==> src/rtl/sfd_pkg.sv <==
// Shared types and constants for the serial frame deframer.
// Used by the configuration registers, the parser, the top level and the checker.
package sfd_pkg;

  localparam int ByteW  = 8;
  localparam int PosW   = 7;
  localparam int EntryW = 16;
  localparam int IndexW = 3;

  // Configuration register indexes.
  localparam logic [IndexW-1:0] REG_HEADER_FIRST  = 3'd0;
  localparam logic [IndexW-1:0] REG_HEADER_SECOND = 3'd1;
  localparam logic [IndexW-1:0] REG_TAIL_VALUE    = 3'd2;
  localparam logic [IndexW-1:0] REG_LENGTH_FIRST  = 3'd3;

  typedef enum logic [1:0] {
    PH_WAIT_FIRST,
    PH_WAIT_SECOND,
    PH_WAIT_TYPE,
    PH_DATA
  } phase_t;

  typedef enum logic [2:0] {
    ST_DROP,
    ST_IN_FRAME,
    ST_GOOD,
    ST_BAD_SUM,
    ST_ABORT
  } status_t;

  typedef struct packed {
    logic [ByteW-1:0] header_first;
    logic [ByteW-1:0] header_second;
    logic [ByteW-1:0] tail_value;
  } cfg_t;

  typedef struct packed {
    logic [ByteW-1:0] byte_echo;
    logic [PosW-1:0]  position;
    status_t          status;
  } result_t;

endpackage

==> src/rtl/sfd_cfg_regs.sv <==
// Configuration register file of the serial frame deframer: headers, tail and
// the type-to-length entries. Depends on sfd_pkg.
module sfd_cfg_regs import sfd_pkg::*; #(
  parameter int LENGTH_ENTRIES = 4
) (
  input  logic                                   clk,
  input  logic                                   rst,
  input  logic                                   cfg_we,
  input  logic [IndexW-1:0]                      cfg_index,
  input  logic [EntryW-1:0]                      cfg_data,
  output cfg_t                                   cfg,
  output logic [LENGTH_ENTRIES-1:0][EntryW-1:0]  length_entry
);

  always_ff @(posedge clk) begin
    if (rst) begin
      cfg <= '0;
    end else if (cfg_we) begin
      if (cfg_index == REG_HEADER_FIRST) begin
        cfg.header_first <= cfg_data[ByteW-1:0];
      end
      if (cfg_index == REG_HEADER_SECOND) begin
        cfg.header_second <= cfg_data[ByteW-1:0];
      end
      if (cfg_index == REG_TAIL_VALUE) begin
        cfg.tail_value <= cfg_data[ByteW-1:0];
      end
    end
  end

  // Writes to entries beyond LENGTH_ENTRIES are accepted and discarded.
  for (genvar k = 0; k < LENGTH_ENTRIES; k++) begin : g_entry
    always_ff @(posedge clk) begin
      if (rst) begin
        length_entry[k] <= '0;
      end else if (cfg_we && cfg_index == IndexW'(int'(REG_LENGTH_FIRST) + k)) begin
        length_entry[k] <= cfg_data;
      end
    end
  end

endmodule

==> src/rtl/sfd_parser.sv <==
// Frame parser state machine: tracks phase, count, expected length and the
// lagged checksum, and classifies each byte. Depends on sfd_pkg.
module sfd_parser import sfd_pkg::*; #(
  parameter int MAX_FRAME      = 100,
  parameter int LENGTH_ENTRIES = 4
) (
  input  logic                                   clk,
  input  logic                                   rst,
  input  logic                                   advance,
  input  logic [ByteW-1:0]                       rx_byte,
  input  cfg_t                                   cfg,
  input  logic [LENGTH_ENTRIES-1:0][EntryW-1:0]  length_entry,
  output result_t                                result
);

  localparam logic [PosW-1:0] MaxCount = PosW'(MAX_FRAME);

  phase_t           phase, phase_next;
  logic [PosW-1:0]  byte_count, byte_count_next;
  logic [ByteW-1:0] expected_length, expected_length_next;
  logic [ByteW-1:0] lagged_sum, lagged_sum_next;
  logic [ByteW-1:0] previous_byte, previous_byte_next;

  logic [PosW-1:0]  count_inc;
  logic             tail_hit;
  logic             at_max;
  logic [ByteW-1:0] looked_up;

  assign count_inc = byte_count + PosW'(1);
  assign tail_hit  = (rx_byte == cfg.tail_value) &&
                     ({1'b0, count_inc} == expected_length);
  assign at_max    = (count_inc >= MaxCount);

  // Walk from the top entry down so the lowest matching index wins.
  always_comb begin
    looked_up = '0;
    for (int k = LENGTH_ENTRIES - 1; k >= 0; k--) begin
      if (length_entry[k][EntryW-1:ByteW] == rx_byte) begin
        looked_up = length_entry[k][ByteW-1:0];
      end
    end
  end

  always_comb begin
    phase_next           = phase;
    byte_count_next      = byte_count;
    expected_length_next = expected_length;
    lagged_sum_next      = lagged_sum;
    previous_byte_next   = previous_byte;
    unique case (phase)
      PH_WAIT_FIRST: begin
        if (rx_byte == cfg.header_first) begin
          phase_next      = PH_WAIT_SECOND;
          byte_count_next = PosW'(1);
        end else begin
          byte_count_next = '0;
        end
      end
      PH_WAIT_SECOND: begin
        if (rx_byte == cfg.header_second) begin
          phase_next      = PH_WAIT_TYPE;
          byte_count_next = PosW'(2);
        end else begin
          phase_next      = PH_WAIT_FIRST;
          byte_count_next = '0;
        end
      end
      PH_WAIT_TYPE: begin
        phase_next           = PH_DATA;
        byte_count_next      = PosW'(3);
        expected_length_next = looked_up;
        lagged_sum_next      = '0;
        previous_byte_next   = rx_byte;
      end
      PH_DATA: begin
        if (tail_hit || at_max) begin
          phase_next      = PH_WAIT_FIRST;
          byte_count_next = '0;
        end else begin
          byte_count_next    = count_inc;
          lagged_sum_next    = lagged_sum + previous_byte;
          previous_byte_next = rx_byte;
        end
      end
    endcase
  end

  always_comb begin
    result.byte_echo = rx_byte;
    result.position  = '0;
    result.status    = ST_DROP;
    unique case (phase)
      PH_WAIT_FIRST: begin
        if (rx_byte == cfg.header_first) begin
          result.position = PosW'(1);
          result.status   = ST_IN_FRAME;
        end
      end
      PH_WAIT_SECOND: begin
        if (rx_byte == cfg.header_second) begin
          result.position = PosW'(2);
          result.status   = ST_IN_FRAME;
        end
      end
      PH_WAIT_TYPE: begin
        result.position = PosW'(3);
        result.status   = ST_IN_FRAME;
      end
      PH_DATA: begin
        result.position = count_inc;
        // A completed frame takes precedence over the length limit.
        priority if (tail_hit) begin
          result.status = (lagged_sum == previous_byte) ? ST_GOOD : ST_BAD_SUM;
        end else if (at_max) begin
          result.status = ST_ABORT;
        end else begin
          result.status = ST_IN_FRAME;
        end
      end
    endcase
  end

  always_ff @(posedge clk) begin
    if (rst) begin
      phase           <= PH_WAIT_FIRST;
      byte_count      <= '0;
      expected_length <= '0;
      lagged_sum      <= '0;
      previous_byte   <= '0;
    end else if (advance) begin
      phase           <= phase_next;
      byte_count      <= byte_count_next;
      expected_length <= expected_length_next;
      lagged_sum      <= lagged_sum_next;
      previous_byte   <= previous_byte_next;
    end
  end

endmodule

==> src/rtl/serial_frame_deframer.sv <==
// Serial frame deframer top level: input register, frame parser and result register.
// An accepted beat passes from the input register through the parser to the result register.
// Throughput: one byte per cycle unless out_ready stalls, set by the single-pass parser.
// While a result waits to be taken, the input register can take one more beat.
// Reset (rst, synchronous) empties both registers, returns the parser to
// waiting for a first header and clears all configuration registers to zero.
module serial_frame_deframer import sfd_pkg::*; #(
  parameter int MAX_FRAME      = 100,
  parameter int LENGTH_ENTRIES = 4
) (
  input  logic              clk,
  input  logic              rst,
  input  logic              cfg_we,
  input  logic [IndexW-1:0] cfg_index,
  input  logic [EntryW-1:0] cfg_data,
  input  logic              in_valid,
  output logic              in_ready,
  input  logic [ByteW-1:0]  rx_byte,
  output logic              out_valid,
  input  logic              out_ready,
  output logic [ByteW-1:0]  byte_echo,
  output logic [PosW-1:0]   frame_position,
  output logic [2:0]        parse_status
);

  cfg_t                                  cfg;
  logic [LENGTH_ENTRIES-1:0][EntryW-1:0] length_entry;

  logic             s1_valid;
  logic [ByteW-1:0] s1_byte;
  logic             out_load;
  result_t          parsed;
  result_t          out_reg;

  sfd_cfg_regs #(
    .LENGTH_ENTRIES(LENGTH_ENTRIES)
  ) u_cfg (
    .clk          (clk),
    .rst          (rst),
    .cfg_we       (cfg_we),
    .cfg_index    (cfg_index),
    .cfg_data     (cfg_data),
    .cfg          (cfg),
    .length_entry (length_entry)
  );

  assign out_load = s1_valid && (!out_valid || out_ready);
  assign in_ready = !s1_valid || out_load;

  always_ff @(posedge clk) begin
    if (rst) begin
      s1_valid <= 1'b0;
    end else if (in_valid && in_ready) begin
      s1_valid <= 1'b1;
    end else if (out_load) begin
      s1_valid <= 1'b0;
    end
  end

  always_ff @(posedge clk) begin
    if (in_valid && in_ready) begin
      s1_byte <= rx_byte;
    end
  end

  sfd_parser #(
    .MAX_FRAME      (MAX_FRAME),
    .LENGTH_ENTRIES (LENGTH_ENTRIES)
  ) u_parser (
    .clk          (clk),
    .rst          (rst),
    .advance      (out_load),
    .rx_byte      (s1_byte),
    .cfg          (cfg),
    .length_entry (length_entry),
    .result       (parsed)
  );

  always_ff @(posedge clk) begin
    if (rst) begin
      out_valid <= 1'b0;
    end else if (out_load) begin
      out_valid <= 1'b1;
    end else if (out_ready) begin
      out_valid <= 1'b0;
    end
  end

  always_ff @(posedge clk) begin
    if (out_load) begin
      out_reg <= parsed;
    end
  end

  assign byte_echo      = out_reg.byte_echo;
  assign frame_position = out_reg.position;
  assign parse_status   = out_reg.status;

endmodule

==> config.mk <==
export PLATFORM = sky130hd
export DESIGN_NAME = serial_frame_deframer
export DESIGN_NICKNAME = d
export VERILOG_FILES = /design/src/rtl/sfd_pkg.sv /design/src/rtl/sfd_cfg_regs.sv /design/src/rtl/sfd_parser.sv /design/src/rtl/serial_frame_deframer.sv
export SDC_FILE = /design/constraint.sdc
export NUM_CORES = 1
export LEC_CHECK = 0
export ABC_CLOCK_PERIOD_IN_PS = 2350
export BUFFER_PORTS_ARGS = -buffer_cell sky130_fd_sc_hd__buf_2
export CAP_MARGIN = 5
export CELL_PAD_IN_SITES_DETAIL_PLACEMENT = 0
export CELL_PAD_IN_SITES_GLOBAL_PLACEMENT = 1
export CORE_MARGIN = 1
export CORE_UTILIZATION = 41
export DETAILED_ROUTE_END_ITERATION = 10
export PLACE_DENSITY_LB_ADDON = 0.1
export SLEW_MARGIN = 30
export SYNTH_ARGS = -nofsm -noshare
export SYNTH_HDL_FRONTEND = slang
export SYNTH_SLANG_ARGS = --single-unit
==> constraint.sdc <==
create_clock -name clk -period 2.35 [get_ports clk]
set_clock_uncertainty 0.05 [all_clocks]
set_input_delay 0.3525 -clock clk [delete_from_list [all_inputs] [get_ports clk]]
set_output_delay 0.3525 -clock clk [all_outputs]
set_load 0.01 [all_outputs]
==> metrics, run 1 <==
outcome=finished with violations; violated checks=setup timing; WP data required=2.67 ns; input/output buffers=51; Max Slew Vio Count=0; via count=5706; post-synthesis register bit count=149; RR Startpoint=u_parser.byte_count[4]$_SDFFE_PP0P_; Routed WL=17900 µm; area of the core=15900 µm²; Psw=1.43 mW; placed instance area=7610 µm²; Seq/Total Area, Yosys=48.1%; Switching Share=25.1%; CTS Buffer Depth=2; clock sink count=149; RSZ-0062 raised after global routing=true; Post-Syn Nets=812; Die Footprint=16900 µm²; Remaining DRCs=0; post-synth top area share=36.6%; Nets=920; gr busiest metal=met2; Leak=3.14 nW; ys flop type=dfxtp_1; Post-DP HPWL=12800 µm; Rel. slew slack=57.2%; Syn Inst Count=771; Tcrit/Tclk final=104%; Reg2Reg Depth=9; ANT nets after route=0; number of max-cap violations=0; pre-CTS setup slack=-0.324 ns; Design Area, Final=8580 µm²; WL/cell=16.1 µm; top post-synthesis cells by count=nand2_1 (185), dfxtp_1 (123), a21oi_1 (93), nor2_1 (47), xnor2_1 (39); chip width=130 µm; Netlist cell types=49; Fin Setup TNS=-0.297 ns; # diodes=0; CTS Hold Buffers Added=0; GR Overflow Total=0; first-pass detailed-route iteration total=5; cts bufs inserted=17; CP max FO=5; Root Buffer=clkbuf_16; met3 usage=4.84%; reg-to-reg setup timing slack=-0.09 ns; fmax=410 MHz; count leader, synth=nand2_1; vias in the first global route=5702; initial antenna violation count=0; Clk pin slew, worst setup/hold paths=0.06 ns; WP data arrival=2.76 ns; GRT met1 Usage=28.4%; synth top area cells=dfxtp_1 (37%), edfxtp_1 (12%), nand2_1 (10%); row count=46; async set-or-reset flop fraction in the synthesized netlist=0%; proportion of power drawn by combinational gates=6.4%; Worst-Skew Late Latency=0.43 ns; HP Start=rx_byte[0]; maximum vdd drop=0.533 mV; YS warnings=0; Initial Util=42.3%; Detailed Route Iter0 Violations=313; Mapped Avg Cell Area=8.74 µm²; CTS tree=built; hold endpoint=s1_byte[0]$_DFFE_PP_; Hold Path Depth=1; H-tree levels=4; Pint=4.27 mW; setup ws final=-0.0908 ns; gpl congestion=0.825; final worst path period need=2.44 ns; Total GRT Usage=23.0%; endpoints failing setup=5; slew of the pin with the lowest slew margin=0.640 ns; total power=5.70 mW; first-pass GRT wire length=29300 µm; clock group share of total power=46.5%; PwrDens=664 nW/µm²; Post-synth EDFFs=26; r2r endpoint=u_parser.byte_count[6]$_SDFFE_PP0P_; Top Ports=52; P&R area growth vs syn=27.4%; M2 GR Usage=39.4%; share of cells above drive strength 1=23.2%; pin count of the biggest net entering global routing=60; sequential power share=47.1%; hold crit path type=primary input to register; startpoint type of the worst setup path=register; WS Path Type=register to register; Synth area leader=dfxtp_1; Fin. Hold Viols=0; synthesized area=6740 µm²; routed vias/inst=5.15; DIE HEIGHT=130 µm; CP endpoint kind=register
-- through the flow --
stage | utilization, % | hold slack, ns | std cells
3_3_place_gp | 47.7 | 0.388 | 1061
2_1_floorplan | - | 0.371 | 771
4_1_cts | 53.3 | 0.0245 | 1108
3_5_place_dp | 47.8 | 0.396 | 1061
5_1_grt | 53.8 | 0.0269 | 1108
6_report | 53.8 | 0.0404 | 1108
-- critical path, stage by stage, from the launching register on --
cell and delay, ns:
dfxtp_4 0.36, or3b_1 0.34, a211o_1 0.30, o2111ai_4 0.09, nor4_4 0.08, buf_4 0.16, or4_4 0.46, buf_12 0.16
or3_1 0.30, o21ai_1 0.07
-- timing repair --
action	in CTS	in global routing
hold endpoints to repair	0	0
pin swaps	16	9
resized for setup	41	21
endpoints found under the setup margin	26	34
buffers inserted	15	3
-- power by group through the flow --
stage / logic (mW) / registers (mW) / clock network, mW
2_1_floorplan: 0.195 / 2.74 / 0
4_1_cts: 0.367 / 2.68 / 2.70
6_report: 0.365 / 2.68 / 2.65
5_1_grt: 0.403 / 2.69 / 2.81
3_3_place_gp: 0.353 / 2.74 / 0
3_5_place_dp: 0.359 / 2.74 / 0
-- cell type report --
cell class	instances	area (µm²)
clock inverters	15	149
inverters	10	38.8
well taps	216	270
multi-input cells	572	3540
fillers	1507	7360
clock buffers	17	425
flip-flops and latches	149	3250
repair buffers	129	906
-- how the worst max path moves through the flow --
stage / endpoint / from / depth (start not counted) / slack [ns]
2_1_floorplan: u_parser.lagged_sum[7]$_SDFFE_PP0P_ / u_parser.byte_count[1]$_SDFFE_PP0P_ / 9 / -0.05
3_3_place_gp: u_parser.byte_count[5]$_SDFFE_PP0P_ / u_parser.byte_count[0]$_SDFFE_PP0P_ / 9 / -0.51
3_5_place_dp: u_parser.byte_count[6]$_SDFFE_PP0P_ / u_parser.byte_count[0]$_SDFFE_PP0P_ / 10 / -0.32
4_1_cts: u_parser.byte_count[4]$_SDFFE_PP0P_ / u_parser.byte_count[4]$_SDFFE_PP0P_ / 9 / -0.07
5_1_grt: u_parser.byte_count[6]$_SDFFE_PP0P_ / u_parser.byte_count[4]$_SDFFE_PP0P_ / 9 / -0.17
6_report: u_parser.byte_count[6]$_SDFFE_PP0P_ / u_parser.byte_count[4]$_SDFFE_PP0P_ / 9 / -0.09
-- layout by cell type, fill, tap and decap left out, types with 6 or more instances in the layout --
cell type	Yosys	final
buf_4	2	68
and3_1	10	9
nor2b_1	6	6
edfxtp_1	26	26
nor3_1	10	9
nand2_1	185	183
a211oi_1	10	10
or3_1	12	11
xnor2_1	39	33
ha_1	8	7
buf_6	0	8
buf_2	11	50
nor2_1	47	46
nand3_1	13	13
dfxtp_1	123	117
nand4_1	8	8
mux2i_1	16	15
xor2_1	34	33
a221o_1	8	8
nor4_1	10	7
inv_1	9	9
clkbuf_16	0	17
a31oi_1	11	10
a21oi_1	93	91
-- cells by family after synthesis --
kind of cell             Yosys count  share of synthesized area (%)
AND/OR/NAND/NOR                  318                           21.0
multiplexers                      16                           2.38
adder cells (fa/ha/maj)            9                           1.78
buffers and inverters             50                           3.10
XOR/XNOR                          73                           9.49
AO/OA/AOI/OAI                    156                           14.1
flip-flops                       149                           48.1
-- sequential cells by signal (all words and copies together) (netlist names), named ones only --
register / cells
s1_valid: 1
frame_position: 7
u_cfg.cfg: 24
byte_echo: 8
s1_byte: 8
u_parser.expected_length: 8
u_parser.lagged_sum: 8
out_valid: 1
u_parser.previous_byte: 8
parse_status: 3
u_parser.phase: 1
u_parser.byte_count: 7
u_cfg.length_entry: 64
-- metal layers --
metal | up-vias | part of all wire [%]
met2 | 100 | 49
met1 | 2692 | 45
met5 | - | 0
met4 | 0 | 2.0
met3 | 27 | 3.9
li1 | 2887 | -
(Power assumes the default switching activity.)
==> inputs of run 2 (changes only) <==
- RECOVER_POWER: default -> 25
==> run 2 against run 1 <==
Net effect: sequential share of layout area about the same; hold slack hardly changed; via count grew 0.23%; largest cell class unchanged; die area is the same; clock power about the same; largest power group unchanged; the run still ends with setup timing left; critical endpoint unchanged.
==> metrics, run 2 (synthesized netlist as in run 1, its figures left out) <==
PwrDens=664 nW/µm²; Cells after DPL=1061; CTS tree=built; clock sink count=149; WP data arrival=2.76 ns; CP endpoint kind=register; WL/cell=16.1 µm; GR Overflow Total=0; Largest register FFs=64; cts bufs inserted=17; setup ws final=-0.0899 ns; RR Startpoint=u_parser.byte_count[4]$_SDFFE_PP0P_; RSZ-0062 raised after global routing=true; input/output buffers=51; Largest stage delay, worst path=0.46 ns; slew of the pin with the lowest slew margin=0.989 ns; Largest regs=u_cfg.length_entry (64), u_cfg.cfg (24); pin count of the biggest net entering global routing=60; slowest CP cell=or4_4; via count=5719; Tcrit/Tclk final=104%; area of the core=15900 µm²; Hold Path Depth=1; WP data required=2.67 ns; CTS Buffer Depth=2; placed instance area=7610 µm²; startpoint type of the worst setup path=register; CP Cell Sequence=or3b_1 -> a211o_1 -> o2111ai_4 -> nor4_4 -> buf_4 -> or4_4 -> buf_12 -> or3_1 -> o21ai_1; Detailed Route Iter0 Violations=299; # diodes=0; Initial Util=42.3%; P&R area growth vs syn=27.3%; DIE HEIGHT=130 µm; row count=46; Design Area, Final=8580 µm²; outcome=finished with violations; fin cells=1108; first-pass GRT wire length=29300 µm; Remaining DRCs=0; Worst-Skew Late Latency=0.43 ns; endpoints failing setup=6; WS Path Type=register to register; gpl congestion=0.825; Leak=3.13 nW; commonest non-fill, non-tap cell in the layout=nand2_1; Nets=920; vias in the first global route=5702; Post-DP HPWL=12800 µm; fin util=53.8%; Rel. slew slack=34.0%; Fin. Hold Viols=0; Clk pin slew, worst setup/hold paths=0.06 ns; CTS Hold Buffers Added=0; reg-to-reg setup timing slack=-0.09 ns; fmax=410 MHz; hold crit path type=primary input to register; number of max-cap violations=0; HP Start=rx_byte[0]; ANT nets after route=0; violated checks=setup timing; routed vias/inst=5.16; hold endpoint=s1_byte[0]$_DFFE_PP_; share of cells above drive strength 1=22.6%; initial antenna violation count=0; Reg2Reg Depth=9; maximum vdd drop=0.534 mV; Total GRT Usage=23.0%; Root Buffer=clkbuf_16; Top reg by flops=u_cfg.length_entry; Die Footprint=16900 µm²; H-tree levels=4; most frequent cells in the layout=nand2_1 (183), dfxtp_1 (117), a21oi_1 (91), buf_4 (67), buf_2 (47); final worst path period need=2.44 ns; CP max FO=5; r2r endpoint=u_parser.byte_count[6]$_SDFFE_PP0P_; first-pass detailed-route iteration total=7; Max Slew Vio Count=0; Top Ports=52; Routed WL=17900 µm; chip width=130 µm
run 2: cell count changes in the layout (fill, tap and decap cells not counted):
cell      before  now
clkbuf_1       0    4
buf_4         68   67
buf_2         50   47
or2_0          0    1
or2_2          2    1
run 2: power by group:
part | switching (mW) | internal (mW) | leakage (nW)
logic | 0.233 | 0.131 | 1.61
clock network | 1.16 | 1.48 | 0.271
registers | 0.0316 | 2.65 | 1.25
run 2: metrics by stage:
| stage | power (mW) | hold slack, ns | TNS (ns) | setup WS, ns |
|---|---|---|---|---|
| after floorplan | 2.93 | 0.371 | -0.0483 | -0.0483 |
| after global placement | 3.09 | 0.388 | -8.22 | -0.507 |
| after detailed placement | 3.10 | 0.396 | -2.94 | -0.324 |
| after CTS | 5.75 | 0.0245 | -0.186 | -0.0715 |
| after global routing | 5.91 | 0.0269 | -2.28 | -0.172 |
| final | 5.70 | 0.0408 | -0.292 | -0.0899 |
run 2: worst max-delay path, delay by kind of cell, from the launching register on:
family / cells / cell delay [ns]
simple gates: 4 / 1.18
compound gates: 3 / 0.46
flops: 1 / 0.36
buf+inv: 2 / 0.32
run 2: how the worst max path moves through the flow:
stage / cells after the start / endpoint / slack [ns] / from
after floorplan: 9 / u_parser.lagged_sum[7]$_SDFFE_PP0P_ / -0.05 / u_parser.byte_count[1]$_SDFFE_PP0P_
after global routing: 9 / u_parser.byte_count[6]$_SDFFE_PP0P_ / -0.17 / u_parser.byte_count[4]$_SDFFE_PP0P_
after detailed placement: 10 / u_parser.byte_count[6]$_SDFFE_PP0P_ / -0.32 / u_parser.byte_count[0]$_SDFFE_PP0P_
after global placement: 9 / u_parser.byte_count[5]$_SDFFE_PP0P_ / -0.51 / u_parser.byte_count[0]$_SDFFE_PP0P_
final: 9 / u_parser.byte_count[6]$_SDFFE_PP0P_ / -0.09 / u_parser.byte_count[4]$_SDFFE_PP0P_
after CTS: 9 / u_parser.byte_count[4]$_SDFFE_PP0P_ / -0.07 / u_parser.byte_count[4]$_SDFFE_PP0P_
run 2: area by class of cell:
cell class / count / area [µm²]
well taps: 216 / 270
inverters: 10 / 38.8
multi-input cells: 572 / 3540
repair buffers: 129 / 898
flip-flops and latches: 149 / 3250
fillers: 1508 / 7370
clock inverters: 15 / 149
clock buffers: 17 / 425
run 2: timing repair:
action	CTS	global route
buffers inserted	15	3
gates resized for setup	41	21
endpoints found under the hold margin	0	0
cloned	0	0
setup endpoints to repair	26	34
pin swaps	16	9
run 2: per-layer routing:
layer	part of all wire, %	GRT usage, %
met5	0	0
met4	2.0	8.69
met3	3.4	4.84
met2	49	39.4
met1	45	28.4
==> inputs of run 3 (changes only) <==
- CORE_UTILIZATION: 41 -> 43
- CTS_BUF_LIST: default -> sky130_fd_sc_hd__clkbuf_4
==> run 3 against run 2 <==
Net effect: the flow still finishes with violations (setup timing); power down 18%; combinational power increased by 6.9%; flip-flop and latch count unchanged; cell count grew 0.90%; sequential power hardly changed; via count grew 2.2%; sequential share of layout area rose by 1.2 points; clock power is 40% lower; routed wire length increased by 3.3%.
==> metrics, run 3 (synthesized netlist as in run 1, its figures left out) <==
WP data required=2.79 ns; Routed WL=18500 µm; Nets=934; CTS Buffer Depth=2; Leak=3.02 nW; Largest register FFs=64; WHS=0.0581 ns; gr busiest metal=met2; Worst-Skew Late Latency=0.56 ns; met3 usage=4.82%; PwrDens=561 nW/µm²; Seq. cell area=3250 µm²; commonest non-fill, non-tap cell in the layout=nand2_1; violated checks=setup timing; Initial Util=44.1%; Root Buffer=clkbuf_4; fmax=407 MHz; CTS tree=built; WS Path Type=register to register; Largest regs=u_cfg.length_entry (64), u_cfg.cfg (24); DIE HEIGHT=127 µm; Post-DP HPWL=12900 µm; WL/cell=16.5 µm; number of max-cap violations=0; endpoints failing setup=12; outcome=finished with violations; routed vias/inst=5.23; P&R area growth vs syn=23.6%; Top Ports=52; RSZ-0062 raised after global routing=true; Largest stage delay, worst path=0.59 ns; hold crit path type=primary input to register; Fin. Hold Viols=0; multi-input logic area=3450 µm²; gpl congestion=0.800; final worst path period need=2.45 ns; CP endpoint kind=register; CP Cell Sequence=buf_4 -> a211oi_1 -> a31oi_1 -> nor2_1 -> nor4_4 -> buf_6 -> or4_4 -> or3_1 -> o21ai_2; Total GRT Usage=23.7%; Max Slew Vio Count=0; clock sink count=149; Die Footprint=16200 µm²; slew of the pin with the lowest slew margin=0.686 ns; maximum vdd drop=0.330 mV; row count=45; Clk pin slew, worst setup/hold paths=0.14 ns; cts bufs inserted=17; startpoint type of the worst setup path=register; M2 GR Usage=40.1%; most frequent cells in the layout=nand2_1 (185), dfxtp_1 (118), a21oi_1 (93), buf_4 (63), buf_2 (48); GRT met1 Usage=29.3%; CP max FO=8; pin count of the biggest net entering global routing=61; Hold Path Depth=4; first-pass detailed-route iteration total=5; Remaining DRCs=0; initial antenna violation count=1; Tcrit/Tclk final=104%; pre-CTS setup slack=-0.393 ns; Fin Setup TNS=-0.397 ns; Reg2Reg Depth=9; share of cells above drive strength 1=20.8%; Detailed Route Iter0 Violations=357; Top reg by flops=u_cfg.length_entry; vias in the first global route=5617; chip width=127 µm; fin util=54.6%; setup ws final=-0.104 ns; WP data arrival=2.89 ns; H-tree levels=4; ANT nets after route=0; first-pass GRT wire length=29400 µm; GR Overflow Total=0; area of the core=15300 µm²; fillers=1432; slowest CP cell=or4_4; Rel. slew slack=54.2%; via count=5845; input/output buffers=51
-- run 3: cell count changes in the layout (fill, tap and decap cells not counted), moves of 3 or more --
cell           change
clkinvlp_4         -3
o2bb2ai_2          -4
inv_6              +3
dlygate4sd3_1     +18
o2bb2ai_1          +4
clkbuf_4          +18
buf_4              -4
clkbuf_16         -17
-- run 3: layout make-up --
class	count	share of cell area [%]
antenna	1	0.0301
clock buffer	18	1.62
clock inverter	14	1.70
inverter	10	0.466
multi-input combinational	572	41.5
sequential	149	39.1
tap	211	3.17
timing repair buffer	143	12.5
-- run 3: metal layers --
| layer | up-vias | wire (µm) | part of all wire, % |
|---|---|---|---|
| li1 | 2916 | - | - |
| met1 | 2755 | 8260 | 45 |
| met5 | - | 0 | 0 |
| met2 | 140 | 9070 | 49 |
| met3 | 34 | 649 | 3.5 |
| met4 | 0 | 496 | 2.7 |
-- run 3: per-stage QoR --
step	cell area, µm²	power (mW)	cells
after global placement	7540	3.09	1050
after floorplan	6760	2.93	771
after detailed placement	7550	3.10	1050
final	8330	4.67	1118
after CTS	8120	4.70	1106
after global routing	8330	4.86	1118
-- run 3: timing repair --
item                                    4_1_cts  5_1_grt
hold endpoints to repair                     39        2
pin swaps                                     6       17
endpoints found under the setup margin       28       33
setup buffers                                 7       10
gates resized for setup                      19       26
hold buffers                                 17        1
-- run 3: path summary, 6_finish.rpt --
| check | endpoint | slack (ns) | from |
|---|---|---|---|
| min reg2reg | u_cfg.length_entry[23]$_SDFFE_PP0P_ | 0.41 | u_cfg.length_entry[23]$_SDFFE_PP0P_ |
| max | u_parser.byte_count[4]$_SDFFE_PP0P_ | -0.10 | u_parser.byte_count[3]$_SDFFE_PP0P_ |
| max reg2reg | u_parser.byte_count[4]$_SDFFE_PP0P_ | -0.10 | u_parser.byte_count[3]$_SDFFE_PP0P_ |
| min | out_valid$_SDFFE_PP0P_ | 0.06 | out_ready |
-- run 3: critical path: cells and delay by family, from the launching register on --
family | cells | cell delay (ns)
AOI/OAI and AO/OA | 3 | 0.42
buffers and inverters | 2 | 0.29
and+or+nand+nor | 4 | 1.24
DFF | 1 | 0.40
-- run 3: power breakdown --
| part | internal (mW) | switching [mW] |
|---|---|---|
| clock network | 0.571 | 1.03 |
| logic | 0.150 | 0.239 |
| registers | 2.65 | 0.0307 |
